--- config.mk ---
export PLATFORM = sky130hd
export DESIGN_NAME = yuyv_to_rgb_pixel_pair_top
export DESIGN_NICKNAME = d
export VERILOG_FILES = /design/src/rtl/yrgb_pkg.sv /design/src/rtl/yrgb_mult.sv /design/src/rtl/yrgb_sum.sv /design/src/rtl/yrgb_pack.sv /design/src/rtl/yuyv_to_rgb_pixel_pair_top.sv
export SDC_FILE = /design/constraint.sdc
export NUM_CORES = 1
export LEC_CHECK = 0
export ABC_AREA = 1
export BUFFER_PORTS_ARGS = -buffer_cell sky130_fd_sc_hd__buf_4
export CAP_MARGIN = 10
export CORE_MARGIN = 2
export CORE_UTILIZATION = 37
export CTS_BUF_LIST = sky130_fd_sc_hd__clkbuf_8 sky130_fd_sc_hd__clkbuf_16
export CTS_CLUSTER_DIAMETER = 30
export DETAILED_ROUTE_END_ITERATION = 7
export SLEW_MARGIN = 5
export SYNTH_ARGS = -nofsm -noshare
export SYNTH_HDL_FRONTEND = slang
export SYNTH_HIERARCHICAL = 1
export SYNTH_SLANG_ARGS = --single-unit
--- constraint.sdc ---
create_clock -name clk_i -period 6.51 [get_ports clk_i]
set_input_delay 0.651 -clock clk_i [delete_from_list [all_inputs] [get_ports clk_i]]
set_output_delay 0.651 -clock clk_i [all_outputs]
set_load 0.02 [all_outputs]
--- src/rtl/yrgb_pkg.sv ---
`timescale 1ns / 1ps
// shared types, constants and coefficient helper for the yuyv to rgb converter
// no dependencies

package yrgb_pkg;

  localparam int COEF_FRAC_BITS_DEF = 8;

  // coefficients in thousandths
  localparam int COEF_R_MILLI  = 1402;
  localparam int COEF_B_MILLI  = 1772;
  localparam int COEF_GU_MILLI = 344;
  localparam int COEF_GV_MILLI = 714;

  localparam logic [7:0] CHANNEL_MAX = 8'hFF;

  typedef logic [1:0] lane_t;

  typedef struct packed {
    lane_t red;
    lane_t green;
    lane_t blue;
  } lane_cfg_t;

  typedef enum logic [1:0] {
    CFG_RED_LANE   = 2'd0,
    CFG_GREEN_LANE = 2'd1,
    CFG_BLUE_LANE  = 2'd2
  } cfg_idx_e;

  localparam lane_cfg_t LANE_CFG_RESET = '{red: 2'd2, green: 2'd1, blue: 2'd0};

  // round(milli / 1000 * 2^frac), evaluated at elaboration
  function automatic int coef_fix(input int milli, input int frac);
    return ((milli << frac) + 500) / 1000;
  endfunction

endpackage

--- src/rtl/yrgb_mult.sv ---
`timescale 1ns / 1ps
// first pipeline stage: chroma offset removal and the four coefficient products
// depends on yrgb_pkg

module yrgb_mult #(
  parameter int COEF_FRAC_BITS = yrgb_pkg::COEF_FRAC_BITS_DEF
) (
  input  logic                                clk_i,
  input  logic                                rst_ni,
  input  logic                                in_valid_i,
  output logic                                in_ready_o,
  input  logic [7:0]                          luma_first_i,
  input  logic [7:0]                          chroma_blue_i,
  input  logic [7:0]                          luma_second_i,
  input  logic [7:0]                          chroma_red_i,
  output logic                                out_valid_o,
  input  logic                                out_ready_i,
  output logic [7:0]                          luma_first_o,
  output logic [7:0]                          luma_second_o,
  output logic signed [COEF_FRAC_BITS+10:0]   prod_r_o,
  output logic signed [COEF_FRAC_BITS+10:0]   prod_b_o,
  output logic signed [COEF_FRAC_BITS+10:0]   prod_gu_o,
  output logic signed [COEF_FRAC_BITS+10:0]   prod_gv_o
);

  localparam int PROD_W = COEF_FRAC_BITS + 11;
  localparam int KW     = COEF_FRAC_BITS + 2;

  localparam logic signed [KW-1:0] KR  =
    KW'(yrgb_pkg::coef_fix(yrgb_pkg::COEF_R_MILLI, COEF_FRAC_BITS));
  localparam logic signed [KW-1:0] KB  =
    KW'(yrgb_pkg::coef_fix(yrgb_pkg::COEF_B_MILLI, COEF_FRAC_BITS));
  localparam logic signed [KW-1:0] KGU =
    KW'(yrgb_pkg::coef_fix(yrgb_pkg::COEF_GU_MILLI, COEF_FRAC_BITS));
  localparam logic signed [KW-1:0] KGV =
    KW'(yrgb_pkg::coef_fix(yrgb_pkg::COEF_GV_MILLI, COEF_FRAC_BITS));

  logic                     valid_q, valid_d;
  logic                     load;
  logic signed [7:0]        cb_s, cr_s;
  logic signed [PROD_W-1:0] prod_r_d, prod_b_d, prod_gu_d, prod_gv_d;
  logic signed [PROD_W-1:0] prod_r_q, prod_b_q, prod_gu_q, prod_gv_q;
  logic [7:0]               luma_first_q, luma_second_q;

  // subtracting 128 from an unsigned byte flips its top bit
  assign cb_s = signed'({~chroma_blue_i[7], chroma_blue_i[6:0]});
  assign cr_s = signed'({~chroma_red_i[7], chroma_red_i[6:0]});

  assign prod_r_d  = PROD_W'(KR)  * PROD_W'(cr_s);
  assign prod_b_d  = PROD_W'(KB)  * PROD_W'(cb_s);
  assign prod_gu_d = PROD_W'(KGU) * PROD_W'(cb_s);
  assign prod_gv_d = PROD_W'(KGV) * PROD_W'(cr_s);

  assign in_ready_o = !valid_q || out_ready_i;
  assign load       = in_valid_i && in_ready_o;
  assign valid_d    = in_ready_o ? in_valid_i : valid_q;

  always_ff @(posedge clk_i or negedge rst_ni) begin
    if (!rst_ni) begin
      valid_q <= 1'b0;
    end else begin
      valid_q <= valid_d;
    end
  end

  always_ff @(posedge clk_i) begin
    if (load) begin
      luma_first_q  <= luma_first_i;
      luma_second_q <= luma_second_i;
      prod_r_q      <= prod_r_d;
      prod_b_q      <= prod_b_d;
      prod_gu_q     <= prod_gu_d;
      prod_gv_q     <= prod_gv_d;
    end
  end

  assign out_valid_o   = valid_q;
  assign luma_first_o  = luma_first_q;
  assign luma_second_o = luma_second_q;
  assign prod_r_o      = prod_r_q;
  assign prod_b_o      = prod_b_q;
  assign prod_gu_o     = prod_gu_q;
  assign prod_gv_o     = prod_gv_q;

endmodule

--- src/rtl/yrgb_sum.sv ---
`timescale 1ns / 1ps
// second pipeline stage: luma plus chroma terms for both pixels of the pair
// depends on yrgb_pkg for the default fraction width

module yrgb_sum #(
  parameter int COEF_FRAC_BITS = yrgb_pkg::COEF_FRAC_BITS_DEF
) (
  input  logic                              clk_i,
  input  logic                              rst_ni,
  input  logic                              in_valid_i,
  output logic                              in_ready_o,
  input  logic [7:0]                        luma_first_i,
  input  logic [7:0]                        luma_second_i,
  input  logic signed [COEF_FRAC_BITS+10:0] prod_r_i,
  input  logic signed [COEF_FRAC_BITS+10:0] prod_b_i,
  input  logic signed [COEF_FRAC_BITS+10:0] prod_gu_i,
  input  logic signed [COEF_FRAC_BITS+10:0] prod_gv_i,
  output logic                              out_valid_o,
  input  logic                              out_ready_i,
  output logic signed [COEF_FRAC_BITS+10:0] sum_r0_o,
  output logic signed [COEF_FRAC_BITS+10:0] sum_g0_o,
  output logic signed [COEF_FRAC_BITS+10:0] sum_b0_o,
  output logic signed [COEF_FRAC_BITS+10:0] sum_r1_o,
  output logic signed [COEF_FRAC_BITS+10:0] sum_g1_o,
  output logic signed [COEF_FRAC_BITS+10:0] sum_b1_o
);

  localparam int SUM_W = COEF_FRAC_BITS + 11;

  logic                    valid_q, valid_d;
  logic                    load;
  logic signed [SUM_W-1:0] base0, base1;
  logic signed [SUM_W-1:0] r0_d, g0_d, b0_d, r1_d, g1_d, b1_d;
  logic signed [SUM_W-1:0] r0_q, g0_q, b0_q, r1_q, g1_q, b1_q;

  assign base0 = signed'(SUM_W'({luma_first_i, {COEF_FRAC_BITS{1'b0}}}));
  assign base1 = signed'(SUM_W'({luma_second_i, {COEF_FRAC_BITS{1'b0}}}));

  assign r0_d = base0 + prod_r_i;
  assign g0_d = base0 - prod_gu_i - prod_gv_i;
  assign b0_d = base0 + prod_b_i;
  assign r1_d = base1 + prod_r_i;
  assign g1_d = base1 - prod_gu_i - prod_gv_i;
  assign b1_d = base1 + prod_b_i;

  assign in_ready_o = !valid_q || out_ready_i;
  assign load       = in_valid_i && in_ready_o;
  assign valid_d    = in_ready_o ? in_valid_i : valid_q;

  always_ff @(posedge clk_i or negedge rst_ni) begin
    if (!rst_ni) begin
      valid_q <= 1'b0;
    end else begin
      valid_q <= valid_d;
    end
  end

  always_ff @(posedge clk_i) begin
    if (load) begin
      r0_q <= r0_d;
      g0_q <= g0_d;
      b0_q <= b0_d;
      r1_q <= r1_d;
      g1_q <= g1_d;
      b1_q <= b1_d;
    end
  end

  assign out_valid_o = valid_q;
  assign sum_r0_o    = r0_q;
  assign sum_g0_o    = g0_q;
  assign sum_b0_o    = b0_q;
  assign sum_r1_o    = r1_q;
  assign sum_g1_o    = g1_q;
  assign sum_b1_o    = b1_q;

endmodule

--- src/rtl/yrgb_pack.sv ---
`timescale 1ns / 1ps
// third pipeline stage: floor, clamp to a byte and place channels in lanes
// depends on yrgb_pkg for the lane configuration type

module yrgb_pack #(
  parameter int COEF_FRAC_BITS = yrgb_pkg::COEF_FRAC_BITS_DEF
) (
  input  logic                              clk_i,
  input  logic                              rst_ni,
  input  yrgb_pkg::lane_cfg_t               lane_cfg_i,
  input  logic                              in_valid_i,
  output logic                              in_ready_o,
  input  logic signed [COEF_FRAC_BITS+10:0] sum_r0_i,
  input  logic signed [COEF_FRAC_BITS+10:0] sum_g0_i,
  input  logic signed [COEF_FRAC_BITS+10:0] sum_b0_i,
  input  logic signed [COEF_FRAC_BITS+10:0] sum_r1_i,
  input  logic signed [COEF_FRAC_BITS+10:0] sum_g1_i,
  input  logic signed [COEF_FRAC_BITS+10:0] sum_b1_i,
  output logic                              out_valid_o,
  input  logic                              out_ready_i,
  output logic [31:0]                       pixel_first_o,
  output logic [31:0]                       pixel_second_o
);

  localparam int SUM_W = COEF_FRAC_BITS + 11;

  logic        valid_q, valid_d;
  logic        load;
  logic [7:0]  r0, g0, b0, r1, g1, b1;
  logic [31:0] pix0_d, pix1_d;
  logic [31:0] pix0_q, pix1_q;

  function automatic logic [7:0] clamp_byte(input logic signed [SUM_W-1:0] s);
    logic [7:0] res;
    if (s[SUM_W-1]) begin
      res = 8'h00;
    end else if (|s[SUM_W-2:COEF_FRAC_BITS+8]) begin
      res = yrgb_pkg::CHANNEL_MAX;
    end else begin
      res = s[COEF_FRAC_BITS+7:COEF_FRAC_BITS];
    end
    return res;
  endfunction

  assign r0 = clamp_byte(sum_r0_i);
  assign g0 = clamp_byte(sum_g0_i);
  assign b0 = clamp_byte(sum_b0_i);
  assign r1 = clamp_byte(sum_r1_i);
  assign g1 = clamp_byte(sum_g1_i);
  assign b1 = clamp_byte(sum_b1_i);

  // blue wins over green, green over red
  always_comb begin
    pix0_d = '0;
    pix1_d = '0;
    for (int n = 0; n < 4; n++) begin
      if (lane_cfg_i.blue == yrgb_pkg::lane_t'(n)) begin
        pix0_d[8*n +: 8] = b0;
        pix1_d[8*n +: 8] = b1;
      end else if (lane_cfg_i.green == yrgb_pkg::lane_t'(n)) begin
        pix0_d[8*n +: 8] = g0;
        pix1_d[8*n +: 8] = g1;
      end else if (lane_cfg_i.red == yrgb_pkg::lane_t'(n)) begin
        pix0_d[8*n +: 8] = r0;
        pix1_d[8*n +: 8] = r1;
      end
    end
  end

  assign in_ready_o = !valid_q || out_ready_i;
  assign load       = in_valid_i && in_ready_o;
  assign valid_d    = in_ready_o ? in_valid_i : valid_q;

  always_ff @(posedge clk_i or negedge rst_ni) begin
    if (!rst_ni) begin
      valid_q <= 1'b0;
    end else begin
      valid_q <= valid_d;
    end
  end

  always_ff @(posedge clk_i) begin
    if (load) begin
      pix0_q <= pix0_d;
      pix1_q <= pix1_d;
    end
  end

  assign out_valid_o    = valid_q;
  assign pixel_first_o  = pix0_q;
  assign pixel_second_o = pix1_q;

endmodule

--- src/rtl/yuyv_to_rgb_pixel_pair_top.sv ---
`timescale 1ns / 1ps
// Converts one YUYV 4:2:2 group per transaction into two full-range BT.601 RGB
// pixels in 32-bit words, with red, green and blue in configurable byte lanes
// (blue wins over green and green over red where lanes coincide, other lanes
// are zero). A new pair is taken every clock unless the sink stalls. The
// datapath has three register stages: coefficient multiply, channel sum, and
// clamp with lane packing, which each pair passes through in that order.
// The user must write lane registers through the cfg port only while no pair
// is in flight; the block itself does not enforce this.
// depends on yrgb_pkg, yrgb_mult, yrgb_sum and yrgb_pack

module yuyv_to_rgb_pixel_pair_top #(
  parameter int COEF_FRAC_BITS = yrgb_pkg::COEF_FRAC_BITS_DEF
) (
  input  logic        clk_i,
  input  logic        rst_ni,
  input  logic        cfg_we_i,
  input  logic [1:0]  cfg_idx_i,
  input  logic [1:0]  cfg_data_i,
  input  logic        s_axis_tvalid,
  output logic        s_axis_tready,
  // luma_first, chroma_blue, luma_second, chroma_red
  input  logic [31:0] s_axis_tdata,
  output logic        m_axis_tvalid,
  input  logic        m_axis_tready,
  // pixel_first, pixel_second
  output logic [63:0] m_axis_tdata
);

  localparam int SUM_W = COEF_FRAC_BITS + 11;

  yrgb_pkg::lane_cfg_t lane_q, lane_d;

  logic                    v1, v2;
  logic                    rdy2, rdy3;
  logic [7:0]              y0_s1, y1_s1;
  logic signed [SUM_W-1:0] pr_s1, pb_s1, pgu_s1, pgv_s1;
  logic signed [SUM_W-1:0] r0_s2, g0_s2, b0_s2, r1_s2, g1_s2, b1_s2;

  always_comb begin
    lane_d = lane_q;
    if (cfg_we_i) begin
      unique case (yrgb_pkg::cfg_idx_e'(cfg_idx_i))
        yrgb_pkg::CFG_RED_LANE:   lane_d.red   = cfg_data_i;
        yrgb_pkg::CFG_GREEN_LANE: lane_d.green = cfg_data_i;
        yrgb_pkg::CFG_BLUE_LANE:  lane_d.blue  = cfg_data_i;
        default:                  lane_d       = lane_q;
      endcase
    end
  end

  always_ff @(posedge clk_i or negedge rst_ni) begin
    if (!rst_ni) begin
      lane_q <= yrgb_pkg::LANE_CFG_RESET;
    end else begin
      lane_q <= lane_d;
    end
  end

  yrgb_mult #(.COEF_FRAC_BITS(COEF_FRAC_BITS)) u_mult (
    .clk_i         (clk_i),
    .rst_ni        (rst_ni),
    .in_valid_i    (s_axis_tvalid),
    .in_ready_o    (s_axis_tready),
    .luma_first_i  (s_axis_tdata[7:0]),
    .chroma_blue_i (s_axis_tdata[15:8]),
    .luma_second_i (s_axis_tdata[23:16]),
    .chroma_red_i  (s_axis_tdata[31:24]),
    .out_valid_o   (v1),
    .out_ready_i   (rdy2),
    .luma_first_o  (y0_s1),
    .luma_second_o (y1_s1),
    .prod_r_o      (pr_s1),
    .prod_b_o      (pb_s1),
    .prod_gu_o     (pgu_s1),
    .prod_gv_o     (pgv_s1)
  );

  yrgb_sum #(.COEF_FRAC_BITS(COEF_FRAC_BITS)) u_sum (
    .clk_i         (clk_i),
    .rst_ni        (rst_ni),
    .in_valid_i    (v1),
    .in_ready_o    (rdy2),
    .luma_first_i  (y0_s1),
    .luma_second_i (y1_s1),
    .prod_r_i      (pr_s1),
    .prod_b_i      (pb_s1),
    .prod_gu_i     (pgu_s1),
    .prod_gv_i     (pgv_s1),
    .out_valid_o   (v2),
    .out_ready_i   (rdy3),
    .sum_r0_o      (r0_s2),
    .sum_g0_o      (g0_s2),
    .sum_b0_o      (b0_s2),
    .sum_r1_o      (r1_s2),
    .sum_g1_o      (g1_s2),
    .sum_b1_o      (b1_s2)
  );

  yrgb_pack #(.COEF_FRAC_BITS(COEF_FRAC_BITS)) u_pack (
    .clk_i          (clk_i),
    .rst_ni         (rst_ni),
    .lane_cfg_i     (lane_q),
    .in_valid_i     (v2),
    .in_ready_o     (rdy3),
    .sum_r0_i       (r0_s2),
    .sum_g0_i       (g0_s2),
    .sum_b0_i       (b0_s2),
    .sum_r1_i       (r1_s2),
    .sum_g1_i       (g1_s2),
    .sum_b1_i       (b1_s2),
    .out_valid_o    (m_axis_tvalid),
    .out_ready_i    (m_axis_tready),
    .pixel_first_o  (m_axis_tdata[31:0]),
    .pixel_second_o (m_axis_tdata[63:32])
  );

  // a ready sink never back-pressures the source
  assert property (@(posedge clk_i) disable iff (!rst_ni)
    m_axis_tready |-> s_axis_tready)
    else $error("input stalled while output ready");

  // a full pipeline with a stalled sink takes nothing more
  assert property (@(posedge clk_i) disable iff (!rst_ni)
    (v1 && v2 && m_axis_tvalid && !m_axis_tready) |-> !s_axis_tready)
    else $error("full pipeline accepted a transaction");

  // with the sink ready, an accepted pair is not lost and reaches the output
  assert property (@(posedge clk_i) disable iff (!rst_ni)
    (s_axis_tvalid && s_axis_tready ##1 m_axis_tready ##1 m_axis_tready)
      |=> m_axis_tvalid)
    else $error("transaction lost in pipeline");

  // stage two only fills from stage one
  assert property (@(posedge clk_i) disable iff (!rst_ni)
    (!v1 && !v2) |=> !v2)
    else $error("stage two valid without source");

endmodule

### Word level (Yosys, flattened, before mapping)

Index checks and enable logic that the tools add are counted.

| word-level totals | value |
|---|---|
| output and inout port bits | 66 |
| logic and storage cells | 103 |
| register bits | 275 |
| input bits | 41 |

| cells by class | value |
|---|---|
| $mul | 4 |
| reduce and logical (&&, ||, !) cells | 22 |
| mux-type cells | 36 |
| add/subtract/negate cells | 8 |
| equality and inequality tests | 11 |
| bitwise operators | 2 |

Operators by type and width:

| kind | number |
|---|---|
| two-way mux 8 bit | 36 |
| adder 17 x 19 -> 19 bit | 4 |
| subtractor 17 x 19 -> 19 bit | 2 |
| subtractor 19 bit | 2 |
| multiplier 9 x 8 -> 17 bit, first input constant | 2 |
| multiplier 10 x 8 -> 18 bit, first input constant | 1 |
| == test 2 bit, second input constant | 7 |
| multiplier 5 x 8 -> 13 bit, first input constant | 1 |
| OR reduction 2 bit | 6 |
| == test 2 x 1 -> 1 bit, second input constant | 4 |
| zero test 2 bit | 4 |
| AND reduction 2 bit | 3 |
| logical AND 1 bit | 3 |
| zero test 1 bit | 3 |
| logical OR 1 bit | 3 |
| inverter 1 bit | 2 |

### Longest topological paths before layout

| logic depth | value |
|---|---|
| word-level depth | 6 |
| mapped depth | 17 |
| depth with buffers taken out | 17 |

### By module

Netlist, hierarchy kept.

Modules (own cells, without submodules):

| module | area each (µm²) | seq. area each (µm²) | cells each | instances |
|---|---|---|---|---|
| yrgb_mult | 7218.2 | 2277.2 | 749 | 1 |
| yrgb_sum | 6752.7 | 2727.6 | 761 | 1 |
| yrgb_pack | 4332.9 | 1946.9 | 627 | 1 |
| yuyv_to_rgb_pixel_pair_top | 267.8 | 152.6 | 31 | 1 |

### Worst setup path after synthesis

OpenSTA, ideal clock, no wires.

| timing path | value |
|---|---|
| path type | input port to flip-flop |
| start | input port m_axis_tready |
| end | register u_sum.b0_q[0] (netlist: u_sum/sum_b0_o[0]) (enable) |
| data required time | 5.942 ns |
| setup time | 0.568 ns |
| setup slack | 0.806 ns |
| stages | 4 |
| path buffers | 0 |
| arrival time | 5.136 ns |
| cell sequence | inv_1 -> nand2_1 -> inv_1 -> a21oi_1 |

| on the way | value |
|---|---|
| longest elaborated chain between the ends | 3 |

RTL lines:

| item | RTL line | text |
|---|---|---|
| start: declaration | yuyv_to_rgb_pixel_pair_top.sv:25 | `input logic m_axis_tready,` |
| logical OR 1 bit | yrgb_pack.sv:70 | `assign in_ready_o = !valid_q \|\| out_ready_i;` |
| via rdy3 | yuyv_to_rgb_pixel_pair_top.sv:35 | `logic rdy2, rdy3;` |
| logical OR 1 bit | yrgb_sum.sv:46 | `assign in_ready_o = !valid_q \|\| out_ready_i;` |
| logical AND 1 bit | yrgb_sum.sv:47 | `assign load = in_valid_i && in_ready_o;` |
| via u_sum.load | yrgb_sum.sv:31 | `logic load;` |
| end signal: assignment | yrgb_sum.sv:62 | `b0_q <= b0_d;` |
| end: declaration | yrgb_sum.sv:34 | `logic signed [SUM_W-1:0] r0_q, g0_q, b0_q, r1_q, g1_q, b1_q;` |

The timed path passes the listed nets, and every way through them passes these cells.
A chain may end at the register's enable or synchronous reset.

### Worst setup path after layout

| timing path | value |
|---|---|
| start | input port s_axis_tdata[14] |
| end | register u_mult.prod_b_q[15] (netlist: u_mult/prod_b_o[15]) (data pin) |

| on the way | value |
|---|---|
| longest elaborated chain between the ends | 1 |

RTL lines:

| item | RTL line | text |
|---|---|---|
| start: declaration | yuyv_to_rgb_pixel_pair_top.sv:23 | `input logic [31:0] s_axis_tdata,` |
| multiplier 9 x 8 -> 17 bit | yrgb_mult.sv:50 | `assign prod_b_d = PROD_W'(KB) * PROD_W'(cb_s);` |
| via u_mult.prod_b_d[15] | yrgb_mult.sv:41 | `logic signed [PROD_W-1:0] prod_r_d, prod_b_d, prod_gu_d, prod_gv_d;` |
| end signal: assignment | yrgb_mult.sv:71 | `prod_b_q <= prod_b_d;` |
| end: declaration | yrgb_mult.sv:42 | `logic signed [PROD_W-1:0] prod_r_q, prod_b_q, prod_gu_q, prod_gv_q;` |

The timed path passes the listed nets, and every way through them passes these cells.

==> results.cfg <==
[place]
dp_cells = 2765
gp_congestion = 0.920
io_buffer_count = 106
placed_area_sq_um = 18600
dpl.hpwl_microns = 36400

[detailed_routing]
vias = 13822
drt_iter0_markers = 875
vias_per_cell = 4.84
drt-pass1-iter-count = 5
final_antenna_net_count = 0
drc = 0
wl_per_cell_microns = 15.8
routed_wirelength_microns = 45100

[worst_setup_path]
ff2ff_path_depth = 10
timing.rr.start = u_mult/luma_first_o[1]$_DFFE_PP_
crit_fanout = 7
crit_slowest_cell = fa_1
arrival_ns = 3.87
crit_path_end_kind = flop
crit_required_ns = 6.81
rrSetupSlack_ns = 3.97
crit_end = u_mult/prod_b_o[15]$_DFFE_PP_
cp_top_family = adder cells
cp-start-kind = primary input
reg2reg_to = u_sum/sum_g0_o[14]$_DFFE_PP_
cp.buffers_inverters = 4
crit_chain = buf_4, inv_1, fa_1, inv_1, fa_1, inv_1, fa_1, ha_1, ha_1, a21oi_1, nor2_1, nor2_1, nand3_1, nand2_1, nand2_1
crit_type = primary input to flop
crit_cells = 15
critPathLaunch = s_axis_tdata[14]
slowest_delay_ns = 0.54

[timing]
fin_crit_sh = 0.548
slew_viol_final = 0
fmax_mhz = 280
setup_viol = 0
fin_setup_tns_ns = 0
slew_headroom = 0.355
hold_viol = 0
timing.final.crit_period_ns = 3.57
skew_ns = 0.0344
worstMarginPinSlew_ns = 0.967
rsz0062_at_grt = false

[floorplanning]
std_cell_rows = 79
dieArea_sq_um = 48400
initial_core_util = 0.373
ioPinCount = 107
die_w_microns = 220
core_area_sq_um = 46400
die_y_microns = 220

[cts]
clock_latency_ns = 0.57
cts.sinks = 205
clockRootBuffer = clkbuf_16
cts_tree = yes
cts_inserted_buffers = 48
post_cts_buffers = 0
clk_pin_slew_ns = 0.04
htreeDepth = 2
clock_tree.buffer_depth = 3
ctsResizeCount = 0

[layout]
antenna_cells = 0
area_delta_synth_final_pct = 18.3
nets = 2519
regArea_sq_um = 6110
finish.utilization = 0.441
final_cell_area_sq_um = 20400
multi_input_area_sq_um = 9520
final_cells = 2856
fillers = 4587
drive_gt1_frac = 0.106

[power]
ir_worst_vdd_v = 0.000247
power_switching_mw = 3.61
pwr-share-clk = 0.299
seqPwrFrac = 0.250
p_leak_nw = 10.4
internal_power_mw = 5.38
powerDensity_nw_per_um2 = 439
p_comb_frac = 0.451
swShare = 0.402

[global_route]
grt_max_degree = 67
antenna_found_initial = 0
grt_pass1_vias = 13960
grt_pass1_wl_microns = 72500
track_usage = 0.192
overflow = 0

[yosys]
postSynthAreaPerCell_sq_um = 8.25
yosysWarningCount = 6
postSynthCellCount = 2095
netlist_area_sq_um = 17300

[run_status]
status = finished, final reports clean

[worst_hold_path]
hp-class = primary input to flop

[flow_run]
cap_violations = 0
## what timing repair did
action,in CTS,in global routing
hold buffers,1,0
endpoints found under the setup margin,0,0
endpoints found under the hold margin,7,0
## through the flow
step,power [mW],hold slack (ns),setup slack [ns]
2_1_floorplan,5.14,0.355,1.90
3_3_place_gp,6.27,0.481,2.40
3_5_place_dp,6.31,0.484,2.39
4_1_cts,9.05,0.253,2.99
5_1_grt,9.72,0.252,2.75
6_report,8.99,0.282,2.94
## registers in the layout, summed over array words and instances, names as in the netlist, 11 cells and up
| signal | count |
|---|---|
| u_mult/prod_r_o | 14 |
| u_sum/sum_r1_o | 11 |
| u_sum/sum_b0_o | 11 |
| u_mult/prod_gu_o | 13 |
| u_sum/sum_r0_o | 11 |
| u_sum/sum_b1_o | 11 |
| u_sum/sum_g0_o | 11 |
| u_sum/sum_g1_o | 11 |
| u_pack/pixel_second_o | 32 |
| u_pack/pixel_first_o | 32 |
| u_mult/prod_gv_o | 13 |
## worst reg2reg max path, delay by kind of cell, from the launching register on
family                     cells  cell delay [ns]
AOI/OAI and AO/OA              1             0.18
buffers and inverters          1             0.08
and+or+nand+nor                6             0.59
adders and majority gates      2             0.93
DFF                            1             0.53
## power by group through the flow
stage | sequential [mW] | combinational [mW] | clock [mW]
3_5_place_dp | 2.28 | 4.03 | 0
5_1_grt | 2.29 | 4.64 | 2.80
6_report | 2.25 | 4.05 | 2.68
3_3_place_gp | 2.27 | 4.00 | 0
2_1_floorplan | 2.30 | 2.84 | 0
4_1_cts | 2.26 | 4.06 | 2.73
## layer usage
metal | global-route usage | vias up | wire (microns)
met5 | 0 | - | 0
met4 | 0.0821 | 0 | 1640
met3 | 0.0271 | 85 | 2040
met2 | 0.318 | 386 | 20600
met1 | 0.250 | 6370 | 20800
li1 | - | 6981 | -
## cells in the final DEF (no fill, tap or decap), drive strengths merged, types with 2 or more instances in the layout
cell type  count
nand2        597
inv          379
nand3        215
ha           198
edfxtp       196
nor2         119
buf          111
a21oi        103
fa            71
xor2          52
clkbuf        49
o21ai         47
nand4         19
bufinv        14
xnor2         14
clkinv        14
o21bai         9
dfrtp          7
nor3           6
a22oi          5
clkinvlp       4
or2            4
and2           4
a31oi          3
conb           3
dfstp          2
## worst min-delay path by stage
stage	from	endpoint	slack, ns	cells past startpoint
final	s_axis_tdata[1]	u_mult/luma_first_o[1]$_DFFE_PP_	0.28	1
after global routing	s_axis_tdata[1]	u_mult/luma_first_o[1]$_DFFE_PP_	0.25	1
after CTS	s_axis_tdata[1]	u_mult/luma_first_o[1]$_DFFE_PP_	0.25	1
after detailed placement	rst_ni	u_pack/out_valid_o$_DFFE_PN0N_	0.48	1
after global placement	rst_ni	u_pack/out_valid_o$_DFFE_PN0N_	0.48	1
after floorplan	rst_ni	lane_q[0]$_DFFE_PN0P_	0.36	0
## area by class of cell
| type | count | area share |
|---|---|---|
| Timing Repair Buffer | 112 | 0.0412 |
| Sequential cell | 205 | 0.299 |
| Clock buffer | 49 | 0.0600 |
| Tap cell | 607 | 0.0371 |
| Inverter | 370 | 0.0680 |
| Multi-Input combinational cell | 1472 | 0.465 |
| Clock inverter | 41 | 0.0294 |
Note: power is estimated with default switching activity, not from simulation.
